[config.mk]
export PLATFORM = sky130hd
export DESIGN_NAME = fm_voice_sysex_unpacker
export DESIGN_NICKNAME = d
export VERILOG_FILES = /design/src/design/fmsx_pkg.sv /design/src/design/fm_voice_sysex_unpacker.sv
export SDC_FILE = /design/constraint.sdc
export NUM_CORES = 1
export LEC_CHECK = 0
export ABC_AREA = 1
export BUFFER_PORTS_ARGS = -buffer_cell sky130_fd_sc_hd__buf_2
export CAP_MARGIN = 40
export CORE_ASPECT_RATIO = 0.5
export CORE_UTILIZATION = 41
export CTS_BUF_LIST = sky130_fd_sc_hd__clkbuf_8
export DETAILED_ROUTE_END_ITERATION = 6
export PLACE_DENSITY = 0.59
export SYNTH_ARGS = -nofsm -noshare
export SYNTH_HDL_FRONTEND = slang
export SYNTH_SLANG_ARGS = --single-unit
[constraint.sdc]
create_clock -name clk -period 10 [get_ports clk]
set_clock_uncertainty 0.2 [all_clocks]
set_input_delay 2 -clock clk [delete_from_list [all_inputs] [get_ports clk]]
set_output_delay 2 -clock clk [all_outputs]
set_load 0.02 [all_outputs]
[src/design/fmsx_pkg.sv]
// ----------------------------------------------------------------------------
// fmsx_pkg
// Shared types, constants and the bulk-voice bit-field unpack table for the
// voice dump system-exclusive unpacker.
// ----------------------------------------------------------------------------
package fmsx_pkg;

  // Message framing and header constants
  localparam logic [7:0]  SOX_BYTE      = 8'hF0;
  localparam logic [7:0]  EOX_BYTE      = 8'hF7;
  localparam logic [7:0]  MAKER_ID      = 8'h43;
  localparam logic [7:0]  FMT_SINGLE    = 8'h00;
  localparam logic [7:0]  FMT_BULK      = 8'h09;
  localparam logic [13:0] LEN_SINGLE    = 14'd155;
  localparam logic [13:0] LEN_BULK      = 14'd4096;
  localparam logic [14:0] HDR_LEN       = 15'd6;
  localparam logic [14:0] POS_MAX       = 15'd32767;
  localparam logic [7:0]  FILL_PARAM    = 8'd155;
  localparam logic [7:0]  FILL_VALUE    = 8'h3F;
  localparam logic [7:0]  LAST_SINGLE_D = 8'd154;
  localparam int unsigned MAX_RESULTS   = 4;

  // Status codes
  localparam logic [2:0] ST_OK       = 3'd0;
  localparam logic [2:0] ST_FRAMING  = 3'd1;
  localparam logic [2:0] ST_MAKER    = 3'd2;
  localparam logic [2:0] ST_COUNT    = 3'd3;
  localparam logic [2:0] ST_CHECKSUM = 3'd4;
  localparam logic [2:0] ST_FORMAT   = 3'd5;

  // Result kinds
  localparam logic KIND_PARAM  = 1'b0;
  localparam logic KIND_STATUS = 1'b1;

  typedef struct packed {
    logic [7:0] in_byte;
    logic       is_final;
  } in_item_t;

  typedef struct packed {
    logic       kind;
    logic [4:0] voice;
    logic [7:0] param;
    logic [7:0] value;
    logic [2:0] status;
    logic       last_of_run;
  } out_item_t;

  // Up to three parameters from one packed bulk byte
  typedef struct packed {
    logic [1:0]      cnt;
    logic [2:0][7:0] param;
    logic [2:0][7:0] value;
  } bulk_t;

  // Unpack one byte at offset o of a 128-byte packed voice.
  function automatic bulk_t unpack_bulk(input logic [6:0] o, input logic [7:0] b);
    bulk_t      r;
    logic [2:0] q;
    logic [6:0] j;
    logic [7:0] base;
    r    = '0;
    q    = 3'd0;
    if (o >= 7'd85)      q = 3'd5;
    else if (o >= 7'd68) q = 3'd4;
    else if (o >= 7'd51) q = 3'd3;
    else if (o >= 7'd34) q = 3'd2;
    else if (o >= 7'd17) q = 3'd1;
    j    = o - ({4'b0, q} * 7'd17);
    base = {5'b0, q} * 8'd21;
    if (o < 7'd102) begin
      if (j < 7'd11) begin
        r.cnt = 2'd1; r.param[0] = base + {1'b0, j}; r.value[0] = b;
      end else begin
        case (j)
          7'd11: begin
            r.cnt = 2'd2;
            r.param[0] = base + 8'd11; r.value[0] = {6'b0, b[1:0]};
            r.param[1] = base + 8'd12; r.value[1] = {6'b0, b[3:2]};
          end
          7'd12: begin
            r.cnt = 2'd2;
            r.param[0] = base + 8'd13; r.value[0] = {5'b0, b[2:0]};
            r.param[1] = base + 8'd20; r.value[1] = {4'b0, b[6:3]};
          end
          7'd13: begin
            r.cnt = 2'd2;
            r.param[0] = base + 8'd14; r.value[0] = {6'b0, b[1:0]};
            r.param[1] = base + 8'd15; r.value[1] = {5'b0, b[4:2]};
          end
          7'd14: begin
            r.cnt = 2'd1; r.param[0] = base + 8'd16; r.value[0] = b;
          end
          7'd15: begin
            r.cnt = 2'd2;
            r.param[0] = base + 8'd17; r.value[0] = {7'b0, b[0]};
            r.param[1] = base + 8'd18; r.value[1] = {3'b0, b[5:1]};
          end
          default: begin
            r.cnt = 2'd1; r.param[0] = base + 8'd19; r.value[0] = b;
          end
        endcase
      end
    end else if (o < 7'd110) begin
      r.cnt = 2'd1; r.param[0] = {1'b0, o} + 8'd24; r.value[0] = b;
    end else if (o == 7'd110) begin
      r.cnt = 2'd1; r.param[0] = 8'd134; r.value[0] = {3'b0, b[4:0]};
    end else if (o == 7'd111) begin
      r.cnt = 2'd2;
      r.param[0] = 8'd135; r.value[0] = {5'b0, b[2:0]};
      r.param[1] = 8'd136; r.value[1] = {7'b0, b[3]};
    end else if (o < 7'd116) begin
      r.cnt = 2'd1; r.param[0] = {1'b0, o} + 8'd25; r.value[0] = b;
    end else if (o == 7'd116) begin
      r.cnt = 2'd3;
      r.param[0] = 8'd141; r.value[0] = {7'b0, b[0]};
      r.param[1] = 8'd142; r.value[1] = {5'b0, b[3:1]};
      r.param[2] = 8'd143; r.value[2] = {5'b0, b[6:4]};
    end else if (o == 7'd117) begin
      r.cnt = 2'd1; r.param[0] = 8'd144; r.value[0] = b;
    end else begin
      r.cnt = 2'd1; r.param[0] = {1'b0, o} + 8'd27; r.value[0] = b;
      if (o == 7'd127) begin
        r.cnt = 2'd2; r.param[1] = FILL_PARAM; r.value[1] = FILL_VALUE;
      end
    end
    return r;
  endfunction

endpackage

[src/design/fm_voice_sysex_unpacker.sv]
// ----------------------------------------------------------------------------
// fm_voice_sysex_unpacker
// Checks and unpacks a system-exclusive voice dump (single voice or 32-voice
// bulk), emitting parameters cut-through and one status per message.
// ----------------------------------------------------------------------------
//
//  channel | direction | handshake             | payload
//  --------+-----------+-----------------------+------------------------------
//  in      | to block  | in_valid / in_ready   | in_item  (in_byte, is_final)
//  out     | from block| out_valid / out_ready | out_item (kind .. last_of_run)
//
//  Each accepted byte is decoded in the cycle of its transfer and its 0..4
//  results land in a small result buffer; they leave one per cycle while out_ready
//  is high, the first one valid the cycle after the input transfer.
//  A byte therefore holds the input until its last result leaves: most bytes
//  give at most one result, a bulk byte that holds three fields plus status gives 4.
//  in_ready is high when the buffer is empty or its last result leaves now.
//  Reset (rst, synchronous) clears the message state and empties the buffer.
//  Output stalls hold the buffer; the input is back-pressured meanwhile.
//
module fm_voice_sysex_unpacker (
  input  logic                 clk,
  input  logic                 rst,
  input  logic                 in_valid,
  output logic                 in_ready,
  input  fmsx_pkg::in_item_t   in_item,
  output logic                 out_valid,
  input  logic                 out_ready,
  output fmsx_pkg::out_item_t  out_item
);

  // Message state
  logic [14:0] byte_position;
  logic        header_good;
  logic        maker_good;
  logic [7:0]  format_code;
  logic [13:0] data_length;
  logic [6:0]  running_sum;
  logic [7:0]  received_check;
  logic        emit_enabled;

  logic        header_good_next;
  logic        maker_good_next;
  logic [7:0]  format_code_next;
  logic [13:0] data_length_next;
  logic [6:0]  running_sum_next;
  logic [7:0]  received_check_next;
  logic        emit_enabled_next;
  logic [14:0] byte_position_inc;

  // Result buffer
  fmsx_pkg::out_item_t rbuf [fmsx_pkg::MAX_RESULTS];
  logic [1:0]          rptr;
  logic [2:0]          rcnt;

  fmsx_pkg::out_item_t res [fmsx_pkg::MAX_RESULTS];
  logic [2:0]          nres;

  logic        in_xfer;
  logic        out_xfer;
  logic [7:0]  b;
  logic        fin;
  logic [14:0] dend;
  logic [14:0] d;
  logic        in_data;
  logic        at_check;
  logic [1:0]  pn;
  logic [2:0][7:0] p_param;
  logic [2:0][7:0] p_value;
  logic [4:0]  p_voice;
  fmsx_pkg::bulk_t bulk;
  logic [2:0]  st;
  logic [15:0] total;
  logic [6:0]  sum_neg;
  logic        fmt_ok;

  assign b        = in_item.in_byte;
  assign fin      = in_item.is_final;
  assign out_valid = (rcnt != 3'd0);
  assign out_item  = rbuf[rptr];
  assign out_xfer  = out_valid && out_ready;
  assign in_ready  = (rcnt == 3'd0) || ((rcnt == 3'd1) && out_ready);
  assign in_xfer   = in_valid && in_ready;

  // Data window uses the size as it stood before this byte
  assign dend     = fmsx_pkg::HDR_LEN + {1'b0, data_length};
  assign d        = byte_position - fmsx_pkg::HDR_LEN;
  assign in_data  = (byte_position >= fmsx_pkg::HDR_LEN) && (byte_position < dend);
  assign at_check = (byte_position >= fmsx_pkg::HDR_LEN) && (byte_position == dend);

  // Header capture
  always_comb begin
    header_good_next    = header_good;
    maker_good_next     = maker_good;
    format_code_next    = format_code;
    data_length_next    = data_length;
    emit_enabled_next   = emit_enabled;
    if (byte_position == 15'd0) header_good_next = (b == fmsx_pkg::SOX_BYTE);
    if (byte_position == 15'd1) maker_good_next  = (b == fmsx_pkg::MAKER_ID);
    if (byte_position == 15'd3) format_code_next = b;
    if (byte_position == 15'd4) data_length_next = {b[6:0], 7'd0};
    if (byte_position == 15'd5) begin
      data_length_next  = {data_length[13:7], b[6:0]};
      emit_enabled_next = header_good && maker_good &&
        (((format_code == fmsx_pkg::FMT_SINGLE) &&
          ({data_length[13:7], b[6:0]} == fmsx_pkg::LEN_SINGLE)) ||
         ((format_code == fmsx_pkg::FMT_BULK) &&
          ({data_length[13:7], b[6:0]} == fmsx_pkg::LEN_BULK)));
    end
    running_sum_next    = in_data ? (running_sum + b[6:0]) : running_sum;
    received_check_next = at_check ? b : received_check;
    byte_position_inc   = (byte_position < fmsx_pkg::POS_MAX) ?
                          (byte_position + 15'd1) : byte_position;
  end

  // Parameter extraction for this byte
  assign bulk = fmsx_pkg::unpack_bulk(d[6:0], b);

  always_comb begin
    pn      = 2'd0;
    p_param = '0;
    p_value = '0;
    p_voice = 5'd0;
    if (in_data && emit_enabled) begin
      if (format_code == fmsx_pkg::FMT_SINGLE) begin
        pn         = 2'd1;
        p_param[0] = d[7:0];
        p_value[0] = b;
        if (d[7:0] == fmsx_pkg::LAST_SINGLE_D) begin
          pn         = 2'd2;
          p_param[1] = fmsx_pkg::FILL_PARAM;
          p_value[1] = fmsx_pkg::FILL_VALUE;
        end
      end else begin
        pn      = bulk.cnt;
        p_param = bulk.param;
        p_value = bulk.value;
        p_voice = d[11:7];
      end
    end
  end

  // Message status, checks in priority order on the updated state
  assign total   = {1'b0, byte_position} + 16'd1;
  assign sum_neg = 7'd0 - running_sum_next;
  assign fmt_ok  =
    ((format_code_next == fmsx_pkg::FMT_SINGLE) && (data_length_next == fmsx_pkg::LEN_SINGLE)) ||
    ((format_code_next == fmsx_pkg::FMT_BULK) && (data_length_next == fmsx_pkg::LEN_BULK));

  always_comb begin
    if (total < 16'd8 || !header_good_next || b != fmsx_pkg::EOX_BYTE)
      st = fmsx_pkg::ST_FRAMING;
    else if (!maker_good_next)
      st = fmsx_pkg::ST_MAKER;
    else if (total != ({2'b0, data_length_next} + 16'd8))
      st = fmsx_pkg::ST_COUNT;
    else if ({1'b0, sum_neg} != received_check_next)
      st = fmsx_pkg::ST_CHECKSUM;
    else if (!fmt_ok)
      st = fmsx_pkg::ST_FORMAT;
    else
      st = fmsx_pkg::ST_OK;
  end

  // Assemble this byte's results: parameters, then status on the final byte
  always_comb begin
    for (int k = 0; k < fmsx_pkg::MAX_RESULTS; k++) res[k] = '0;
    for (int k = 0; k < 3; k++) begin
      if (k < int'(pn)) begin
        res[k].kind  = fmsx_pkg::KIND_PARAM;
        res[k].voice = p_voice;
        res[k].param = p_param[k];
        res[k].value = p_value[k];
      end
    end
    if (fin) begin
      res[pn].kind   = fmsx_pkg::KIND_STATUS;
      res[pn].status = st;
    end
    nres = {1'b0, pn} + {2'b0, fin};
    if (nres != 3'd0) res[2'(nres - 3'd1)].last_of_run = 1'b1;
  end

  always_ff @(posedge clk) begin
    if (rst) begin
      byte_position  <= '0;
      header_good    <= 1'b0;
      maker_good     <= 1'b0;
      format_code    <= '0;
      data_length    <= '0;
      running_sum    <= '0;
      received_check <= '0;
      emit_enabled   <= 1'b0;
      rptr           <= '0;
      rcnt           <= '0;
    end else begin
      // a new run only loads when the buffer is empty or its last result leaves
      if (in_xfer && nres != 3'd0) begin
        rptr <= '0;
        rcnt <= nres;
      end else if (out_xfer) begin
        rptr <= rptr + 2'd1;
        rcnt <= rcnt - 3'd1;
      end
      if (in_xfer) begin
        if (fin) begin
          byte_position  <= '0;
          header_good    <= 1'b0;
          maker_good     <= 1'b0;
          format_code    <= '0;
          data_length    <= '0;
          running_sum    <= '0;
          received_check <= '0;
          emit_enabled   <= 1'b0;
        end else begin
          byte_position  <= byte_position_inc;
          header_good    <= header_good_next;
          maker_good     <= maker_good_next;
          format_code    <= format_code_next;
          data_length    <= data_length_next;
          running_sum    <= running_sum_next;
          received_check <= received_check_next;
          emit_enabled   <= emit_enabled_next;
        end
      end
    end
  end

  // Result payload buffer, no reset needed
  always_ff @(posedge clk) begin
    if (in_xfer && nres != 3'd0) begin
      for (int k = 0; k < fmsx_pkg::MAX_RESULTS; k++) rbuf[k] <= res[k];
    end
  end

  // Checks
  a_cnt_range: assert property (@(posedge clk) disable iff (rst)
    rcnt <= 3'(fmsx_pkg::MAX_RESULTS))
    else $error("result count out of range");

  a_last_is_last: assert property (@(posedge clk) disable iff (rst)
    (out_valid && out_item.last_of_run) |-> (rcnt == 3'd1))
    else $error("last_of_run not on the final buffered result");

  a_status_last: assert property (@(posedge clk) disable iff (rst)
    (out_valid && out_item.kind == fmsx_pkg::KIND_STATUS) |-> out_item.last_of_run)
    else $error("status result not closing its run");

  a_param_range: assert property (@(posedge clk) disable iff (rst)
    (out_valid && out_item.kind == fmsx_pkg::KIND_PARAM) |-> (out_item.param <= 8'd155))
    else $error("parameter index out of range");

  a_final_clears: assert property (@(posedge clk) disable iff (rst)
    (in_xfer && in_item.is_final) |=> (byte_position == 15'd0))
    else $error("message state not cleared after final byte");

endmodule

# Word level (Yosys, flattened, before mapping)
# Memory sizes are Yosys's and may differ from the RTL's. A register that Yosys moved wholly into a read port is not among the register bits.
# Index checks and enable logic that the tools add are counted.
[word_totals] in_bits=13 out_inout_bits=28 memories=1 register_bits=60 word_cells=249 ram_bits=104
[memory_table] memory="rbuf" depth=4 width=26 rd=1 rd_clocked_by_memory_dff=1 write_ports=4 line="fm_voice_sysex_unpacker.sv:52" source="fmsx_pkg::out_item_t rbuf [fmsx_pkg::MAX_RESULTS];"
[op_classes] n_addsub=26 magnitude_cmp=20 bitwise_logic=2 reduce_logical=35 n_eq_ne=28 multipliers=2 n_mux=125
[ops] operator="$mux W16" n=31
[ops] operator="$bwmux W104" n=3
[ops] operator="$mux W104" n=2
[ops] operator="$mux W8" n=24
[ops] operator="$demux W26 S2" n=3
[ops] operator="$mux W21" n=3
[ops] operator="$mux W14" n=4
[ops] operator="$mux W24" n=2
[ops] operator="$add A8 B4 Y8 const B" n=5
[ops] operator="$add A8 B5 Y8 const B" n=5
[ops] operator="$pmux W8 S5" n=1
[ops] operator="$eq A7 B4 Y1 const B" n=5
[ops] operator="$eq A7 B7 Y1 const B" n=5
[ops] operator="$mux W2" n=17
[ops] operator="$pmux W8 S4" n=1
[ops] operator="$eq A15 B3 Y1 const B" n=2
[ops] operator="$mux W15" n=2
[ops] operator="$mux W3" n=10
[ops] operator="$eq A14 B13 Y1 const B" n=2
[ops] operator="$eq A14 B8 Y1 const B" n=2
[ops] operator="$mux W26" n=1
[ops] operator="$add A7 B5 Y8 const B" n=3
[ops] operator="$pmux W8 S3" n=1
[ops] operator="$lt A7 B7 Y1 const B" n=3
[ops] operator="55 further kinds" n=101

# Depth between registers and ports, before layout
# Gate-level depths: netlist of run 1.
[logic_depth] word_depth=27 depth_mapped=39 mapped_depth_nobuf=39

# Worst setup path before layout of run 1
# Ideal clock, no wire load.
[synth_timing] path_type="reg-to-reg" startpoint="register byte_position[1]" endpoint="memory rbuf[0][0] (netlist bit) (enable)" n_path_buf=1 required_ns=9.376 arrival_ns=6.330 stages_incl_launch_ff=36 setup_time_ns=0.424 synth_period_minus_slack_ns=6.954 slack_ns=3.046 cell_sequence="dfxtp_1 buf_2 inv_1 ha_1 inv_1 nand2_1 o21bai_1 nor2_1 o21ai_2 inv_2 nand2_2 nand2_4 nand2_4 ha_1 inv_1 fa_1 o21ai_0 nand3_1 a21oi_1 xor2_1 xor2_1 inv_1 nor2_1 nand3_2 clkinv_4 o211ai_4 nand2_4 nand2_2 nand2_4 inv_1 ha_1 ha_1 inv_1 nand2_1 o21ai_0 inv_1"
[synth_rtl] item="start: declaration" line="fm_voice_sysex_unpacker.sv:33" source="logic [14:0] byte_position;"
[synth_rtl] item="start signal: assignment" line="fm_voice_sysex_unpacker.sv:216" source="byte_position <= byte_position_inc;"
[synth_rtl] item="end: declaration" line="fm_voice_sysex_unpacker.sv:52"

==> summary.md, run 1 <==
| Metric | Value |
|---|---|
| Clock latency on the worst-skew pair | `0.47 ns` |
| Pleak | `5.58 nW` |
| Design internal power | `0.996 mW` |
| #FFs+latches synth | `131` |
| Core area | `26700 sq um` |
| Htree depth | `4` |
| Cell taking the most area after synthesis | `edfxtp_1` |
| Clock tree buffer depth | `2` |
| Unrepaired setup endpoints after global routing | `no` |
| Final Instance Count excl. Fillers | `2036` |
| Switch Pwr | `0.628 mW` |
| WL met2 | `14.4 mm` |
| Crit-path slowest cell | `dfxtp_1` |
| Clock power share | `28.7%` |
| Max Slew Vio Count | `0` |
| Placed Cells | `2004` |
| Maximum vdd drop | `70.3 uV` |
| Crit path max fanout | `34` |
| Highest Signal Layer | `met4` |
| Via count | `10800` |
| Sum of negative setup slack | `0 ns` |
| Number of flops mapped to enable cells by yosys | `69` |
| Antenna diode count | `0` |
| Sequential share of power | `40.0%` |
| Routed length on met3 | `2.20 mm` |
| Core Util, Final | `45.5%` |
| Adder and majority gate portion of the synthesized area | `8.21%` |
| Levels on crit path | `36` |
| Inserted Clock Buffers | `17` |
| Gpl congestion | `0.954` |
| Cell Pwr Density | `133 nW/um^2` |
| Setup WS pre-CTS | `2.43 ns` |
| Crit path DAT | `7.64 ns` |
| Iteration-0 DRC Markers | `1143` |
| Pin slew with the least headroom to its limit | `0.892 ns` |
| Post-CTS Resized | `0` |
| Crit Path Class | `flip-flop to flip-flop` |
| Post-synth cell types | `58` |
| Post-Route WL | `34.0 mm` |
| CTS clk-pin slew, worst paths | `0.09 ns` |
| # setup viols final | `0` |
| First-pass GRT wire length | `54.9 mm` |
| Peak Freq | `0.131 GHz` |
| Synth Area in XOR/XNOR | `5.90%` |
| Post-CTS Hold Fix Bufs | `0` |
| Setup bufs post-CTS | `0` |
| Delay-heaviest family, CP | `simple AND/OR/NAND/NOR gates` |
| Synth Cell Area | `11300 sq um` |
| Via-per-instance ratio | `5.30` |
| Startpoint Class | `flip-flop` |
| Die width | `237 microns` |
| Final Hold Viols | `0` |
| Mapped Cells | `1650` |
| Top cell type's share of synthesized area | `18.4%` |
| Final WS setup | `2.34 ns` |
| Num ports | `41` |
| Critical Path End Type | `flip-flop` |
| Overflow after GRT | `0` |
| Area Growth Syn to Fin | `8.00%` |
| Wire length on met1 | `16.7 mm` |
| Relative slew margins | `40.0%` |
| Buf/Inv on CP | `9` |
| FF+latch area | `3310 sq um` |
| Filler cell count | `2820` |
| TritonCTS clock tree | `done` |
| Asr flop ratio synth | `0%` |
| Synth Area in Simple Gates | `33.4%` |
| Sw frac | `38.7%` |
| Sink Count | `131` |
| Die Height | `119 microns` |
| Buffers on Ports | `40` |
| Post-DP HPWL | `25.8 mm` |
| Count leader, synth | `nand2_1` |
| DRC | `0` |
| Largest cells by area after synthesis | `edfxtp_1 18%, nand2_1 13%, dfxtp_1 11%` |
| Routed WL per cell | `16.7 microns` |
| Antenna violations before repair | `0` |
| Hold WC Path Type | `flip-flop to flip-flop` |
| Period utilization | `76.6%` |
| Syn nets | `1734` |
| Yosys warnings | `0` |
| Avg Inst Size Synth | `6.83 sq um` |
| Largest family of logic cells by synthesized area | `simple AND/OR/NAND/NOR gates` |
| Number of global-route vias before repair | `9986` |
| Worst path max stage delay | `0.75 ns` |
| WP data required | `9.99 ns` |
| Compound-Gate Fraction of Synth Area | `13.5%` |
| Initial core utilization | `42.2%` |
| Clock root buffer master | `clkbuf_8` |
| Die Area | `28200 sq um` |
| TritonRoute pass-1 iters | `5` |
| Top post-synthesis cells by count | `400 x nand2_1, 204 x inv_1, 195 x nor2_1` |
| Detail Route Antenna Nets | `0` |
| Standard-cell rows | `42` |
| Ys flop type | `edfxtp_1` |
| Logic pwr share | `31.3%` |
| Seq/Total Area, Yosys | `29.4%` |
| Share of cells above drive strength 1 | `11.6%` |
| Fin nets | `1755` |
| Outcome | `completed` |
| Pin count of the biggest net entering global routing | `56` |
| Area taken by multi-input logic gates | `6910 sq um` |
| Worst R2R Path Depth | `36` |
| Max_cap viols | `0` |
| GRT Util Overall | `24.8%` |
| Clock period minus worst slack | `7.66 ns` |
| Multiplexer area fraction after synthesis | `0.266%` |
| Worst Hold Depth | `2` |
## final cells by class
type / instances / area share [%]
Multi-Input combinational cell: 1253 / 56.8
Inverter: 219 / 6.81
Tap cell: 352 / 3.62
Clock buffer: 17 / 1.92
Sequential cell: 131 / 27.2
Clock inverter: 15 / 1.30
Timing Repair Buffer: 49 / 2.36
## power groups by stage
stage / clock network (mW) / registers (mW) / logic (mW)
final: 0.466 / 0.650 / 0.508
after global routing: 0.494 / 0.656 / 0.561
after CTS: 0.472 / 0.649 / 0.511
after detailed placement: 0 / 0.661 / 0.509
after global placement: 0 / 0.661 / 0.502
after floorplan: 0 / 0.658 / 0.341
## kinds of logic (layout without fill, tap and decap cells)
logic type,count (synthesis),in the layout
and+or+nand+nor,836,836
AOI/OAI and AO/OA,267,267
buffers and inverters,266,300
DFF,131,131
xor gates and xnor gates,76,76
adders and majority gates,71,71
muxes,3,3
## layout by cell type, fill, tap and decap left out, types with 28 or more instances in the layout
master    instances
dfxtp_1          62
xor2_1           61
buf_2            40
nand3_1          78
o21ai_0          87
nand4_1          28
nor2_1          194
a21oi_1         106
inv_1           203
ha_1             66
edfxtp_1         69
nand2_1         400
## flip-flops by register name, summed over array words and instances, names as in the netlist, named ones only
name / flops
rcnt: 3
received_check: 8
emit_enabled: 1
data_length: 14
header_good: 1
format_code: 8
maker_good: 1
rbuf: 69
byte_position: 15
running_sum: 7
rptr: 2
## layer usage
| metal | track usage, % | vias up |
|---|---|---|
| li1 | - | 5441 |
| met1 | 36.5 | 4930 |
| met2 | 37.4 | 372 |
| met3 | 3.82 | 44 |
| met4 | 6.90 | 0 |
| met5 | 0 | - |
## stage by stage
stage	hold slack, ns	total power, mW	area [sq um]
floorplan	0.245	0.998	11300
global placement	0.253	1.16	11700
detailed placement	0.255	1.17	11800
CTS	0.267	1.63	12200
global route	0.284	1.71	12200
finish	0.265	1.62	12200
## final timing paths
| check | slack, ns | from | end |
|---|---|---|---|
| worst min-delay path | 0.26 | received_check[2] | received_check[2] |
| worst max-delay path | 2.34 | byte_position[1] | rbuf[0][5] |
| worst min register to register | 0.26 | received_check[2] | received_check[2] |
| worst max register to register | 2.34 | byte_position[1] | rbuf[0][5] |
## worst min-delay path, delay by kind of cell, from the launching register on
| kind | cells | cell delay (ns) |
|---|---|---|
| compound gates | 1 | 0.05 |
| simple gates | 1 | 0.06 |
| flops | 1 | 0.31 |
(Power assumes the default switching activity.)
==> run 2: changes to the inputs <==
- ABC_AREA: 1 -> 0
- PLACE_DENSITY: 0.59 -> 0.61
- clock period: 10 -> 6.5 ns (I/O delays scaled with it)
==> summary.md, run 2 <==
| Metric | Value |
|---|---|
| Outcome | `completed` |
| Synth Cell Area | `11100 sq um (-1.1%)` |
| Ys flop type | `edfxtp_1` |
| Maximum vdd drop | `108 uV (+54%)` |
| Clock period minus worst slack | `6.20 ns (-1.45 ns)` |
| Inserted Clock Buffers | `17 (unchanged)` |
| Number of flops mapped to enable cells by yosys | `69 (unchanged)` |
| R2R setup slack | `0.30 ns (-2.05 ns)` |
| Largest register FFs | `69 (unchanged)` |
| Die Height | `119 microns (-0.56%)` |
| Avg Inst Size Synth | `8.19 sq um (+20%)` |
| Fin nets | `1500 (-15%)` |
| Largest cells by area after synthesis | `edfxtp_1 19%, dfxtp_1 11%, ha_1 7.4%` |
| Max Slew Vio Count | `0 (unchanged)` |
| Crit-path slowest cell | `or4_4` |
| Yosys warnings | `0 (unchanged)` |
| Max_cap viols | `0 (unchanged)` |
| Top post-synthesis cells by count | `173 x nor2_1, 106 x a21oi_1, 105 x nand2_1` |
| Antenna diode count | `0 (unchanged)` |
| Detail Route Antenna Nets | `0 (unchanged)` |
| Routed WL per cell | `20.5 microns (+23%)` |
| Asr flop ratio synth | `0% (unchanged)` |
| Iteration-0 DRC Markers | `1104 (-3.4%)` |
| Hold WC Path Type | `flip-flop to flip-flop` |
| Cell Pwr Density | `212 nW/um^2 (+59%)` |
| Antenna violations before repair | `0 (unchanged)` |
| Clock tree buffer depth | `2 (unchanged)` |
| Post-DP HPWL | `27.3 mm (+5.9%)` |
| Pin slew with the least headroom to its limit | `0.781 ns (-0.111 ns)` |
| Final Hold Viols | `0 (unchanged)` |
| Crit path max fanout | `8 (-76%)` |
| Pin count of the biggest net entering global routing | `73 (+30%)` |
| Buffers on Ports | `40 (unchanged)` |
| Unrepaired setup endpoints after global routing | `yes` |
| Cell taking the most area after synthesis | `edfxtp_1` |
| Num ports | `41 (unchanged)` |
| Top cell type's share of synthesized area | `18.6% (+0.21 points)` |
| DRC | `0 (unchanged)` |
| Fin Hold WS | `0.302 ns (+0.0372 ns)` |
| Most frequent cells in the layout | `171 x nor2_1, 104 x nand2_1, 104 x a21oi_1` |
| Crit Path Class | `flip-flop to flip-flop` |
| Crit path to | `rbuf[0][15]` |
| Final WS setup | `0.297 ns (-2.05 ns)` |
| Seq/Total Area, Yosys | `29.7% (+0.34 points)` |
| Via count | `10900 (+0.80%)` |
| Worst Setup SP | `byte_position[1]` |
| Post-Route WL | `36.6 mm (+7.7%)` |
| WP data required | `6.51 ns (-3.48 ns)` |
| Syn nets | `1446 (-17%)` |
| Peak Freq | `0.161 GHz (+23%)` |
| Post-synth cell types | `92 (+59%)` |
| Die Area | `27900 sq um (-1.1%)` |
| #FFs+latches synth | `131 (unchanged)` |
| Setup WS pre-CTS | `-0.0322 ns (-2.46 ns)` |
| Worst path max stage delay | `0.51 ns (-0.24 ns)` |
| Count leader, synth | `nor2_1` |
| First-pass GRT wire length | `58.0 mm (+5.7%)` |
| Multiplexer area fraction after synthesis | `4.47% (+4.2 points)` |
| Die width | `235 microns (-0.56%)` |
| Worst R2R Path Depth | `25 (-31%)` |
| Largest Register | `rbuf` |
| TritonRoute pass-1 iters | `5 (unchanged)` |
| Crit path DAT | `6.21 ns (-1.43 ns)` |
| TritonCTS clock tree | `done` |
| Clock root buffer master | `clkbuf_8` |
| Relative slew margins | `47.5% (+7.5 points)` |
| Share of cells above drive strength 1 | `14.4% (+2.8 points)` |
| # setup viols final | `0 (unchanged)` |
| Overflow after GRT | `0 (unchanged)` |
| Clock latency on the worst-skew pair | `0.48 ns (about the same)` |
| Standard-cell rows | `42 (unchanged)` |
| Startpoint Class | `flip-flop` |
| Largest family of logic cells by synthesized area | `compound AO/OA/AOI/OAI gates` |
| Sum of negative setup slack | `0 ns (unchanged)` |
| Synth Area in XOR/XNOR | `8.19% (+2.3 points)` |
| Htree depth | `4 (unchanged)` |
| Mapped Cells | `1362 (-17%)` |
| Critical Path End Type | `flip-flop` |
| GRT Util Overall | `26.5% (+1.7 points)` |
| Gpl congestion | `0.970 (+1.7%)` |
| Post-CTS Hold Fix Bufs | `0 (unchanged)` |
| Pleak | `4.73 nW (-15%)` |
| Commonest non-fill, non-tap cell in the layout | `nor2_1` |
| Number of global-route vias before repair | `10400 (+4.0%)` |
| Period utilization | `95.4% (+19 points)` |
| Regs by FF count | `rbuf: 69 flops, byte_position: 15 flops, data_length: 14 flops` |
| Via-per-instance ratio | `6.10 (+15%)` |
| CTS clk-pin slew, worst paths | `0.10 ns (about the same)` |
| Sink Count | `131 (unchanged)` |
| Compound-Gate Fraction of Synth Area | `22.4% (+8.9 points)` |
| Area Growth Syn to Fin | `13.1%` |
| Adder and majority gate portion of the synthesized area | `8.31% (+0.094 points)` |
| R2r endpoint | `rbuf[0][15]` |
| Placement Cell Area | `12100 sq um (+3.0%)` |
| Core area | `26600 sq um (-0.59%)` |
| Initial core utilization | `41.9% (-0.23 points)` |
| Final Instance Area | `12600 sq um (+3.5%)` |
| RR Startpoint | `byte_position[1]` |
| Synth Area in Simple Gates | `22.1% (-11 points)` |
## run 2: cell types whose count changed after synthesis, moves of 23 or more
| cell | before | now |
|---|---|---|
| nand2_1 | 400 | 105 |
| inv_1 | 204 | 49 |
| xnor2_1 | 15 | 58 |
| a22oi_1 | 0 | 42 |
| nand3_1 | 78 | 40 |
| mux2i_1 | 3 | 34 |
| clkbuf_1 | 31 | 61 |
| nand2_2 | 26 | 0 |
| nor3_1 | 21 | 46 |
| xor2_1 | 61 | 38 |
## run 2: final cells by class
| class | count | area (sq um) |
|---|---|---|
| Fill cell | 2598 | 14000 |
| Clock inverter | 15 | 183 |
| Timing Repair Buffer | 113 | 781 |
| Sequential cell | 131 | 3320 |
| Multi-Input combinational cell | 1095 | 7420 |
| Tap cell | 352 | 440 |
| Inverter | 58 | 229 |
| Clock buffer | 17 | 234 |
## run 2: worst min path at each step
stage,cells past startpoint,startpoint,to,slack (ns)
floorplan,1,rcnt[2],rcnt[2],0.26
CTS,2,rcnt[1],rcnt[1],0.30
finish,2,rcnt[1],rcnt[1],0.30
global route,2,rcnt[1],rcnt[1],0.33
detailed placement,2,rcnt[1],rcnt[1],0.28
global placement,2,rcnt[1],rcnt[1],0.28
## run 2: stage by stage
stage | std cells | utilization, % | power (mW)
3_3_place_gp | 1745 | 45.5 | 1.91
3_5_place_dp | 1748 | 45.6 | 1.92
6_report | 1781 | 47.4 | 2.67
4_1_cts | 1780 | 47.2 | 2.67
2_1_floorplan | 1362 | - | 1.63
5_1_grt | 1781 | 47.4 | 2.80
## run 2: worst max-delay path: cells and delay by family (launching register included)
kind            cells  cell delay (ns)
compound gates      9             1.96
simple gates        6             1.50
fa+ha+maj           3             0.93
buf+inv             5             0.57
flops               1             0.43
xor+xnor            2             0.35
## run 2: cell families after synthesis
| kind of cell | Yosys count |
|---|---|
| simple gates | 509 |
| compound gates | 373 |
| buf+inv | 136 |
| flops | 131 |
| xor+xnor | 100 |
| fa+ha+maj | 71 |
| mux | 42 |
## run 2: what timing repair did
| item | CTS | global route |
|---|---|---|
| setup buffers | 0 | 1 |
| endpoints found under the setup margin | 69 | 80 |
| resized for setup | 1 | 11 |
| pin swaps | 0 | 3 |
## run 2: power by group
part           internal (mW)  switching [mW]  leakage (nW)
Clock                  0.383           0.374         0.200
Combinational          0.295           0.613          3.37
Sequential             0.973          0.0307          1.16
## run 2: layer usage
| layer | global-route usage [%] | routed length, microns | vias to the layer above |
|---|---|---|---|
| li1 | - | - | 5112 |
| met1 | 35.6 | 16500 | 5272 |
| met2 | 42.5 | 16600 | 422 |
| met3 | 5.61 | 2630 | 67 |
| met4 | 8.59 | 923 | 0 |
| met5 | 0 | 0 | - |
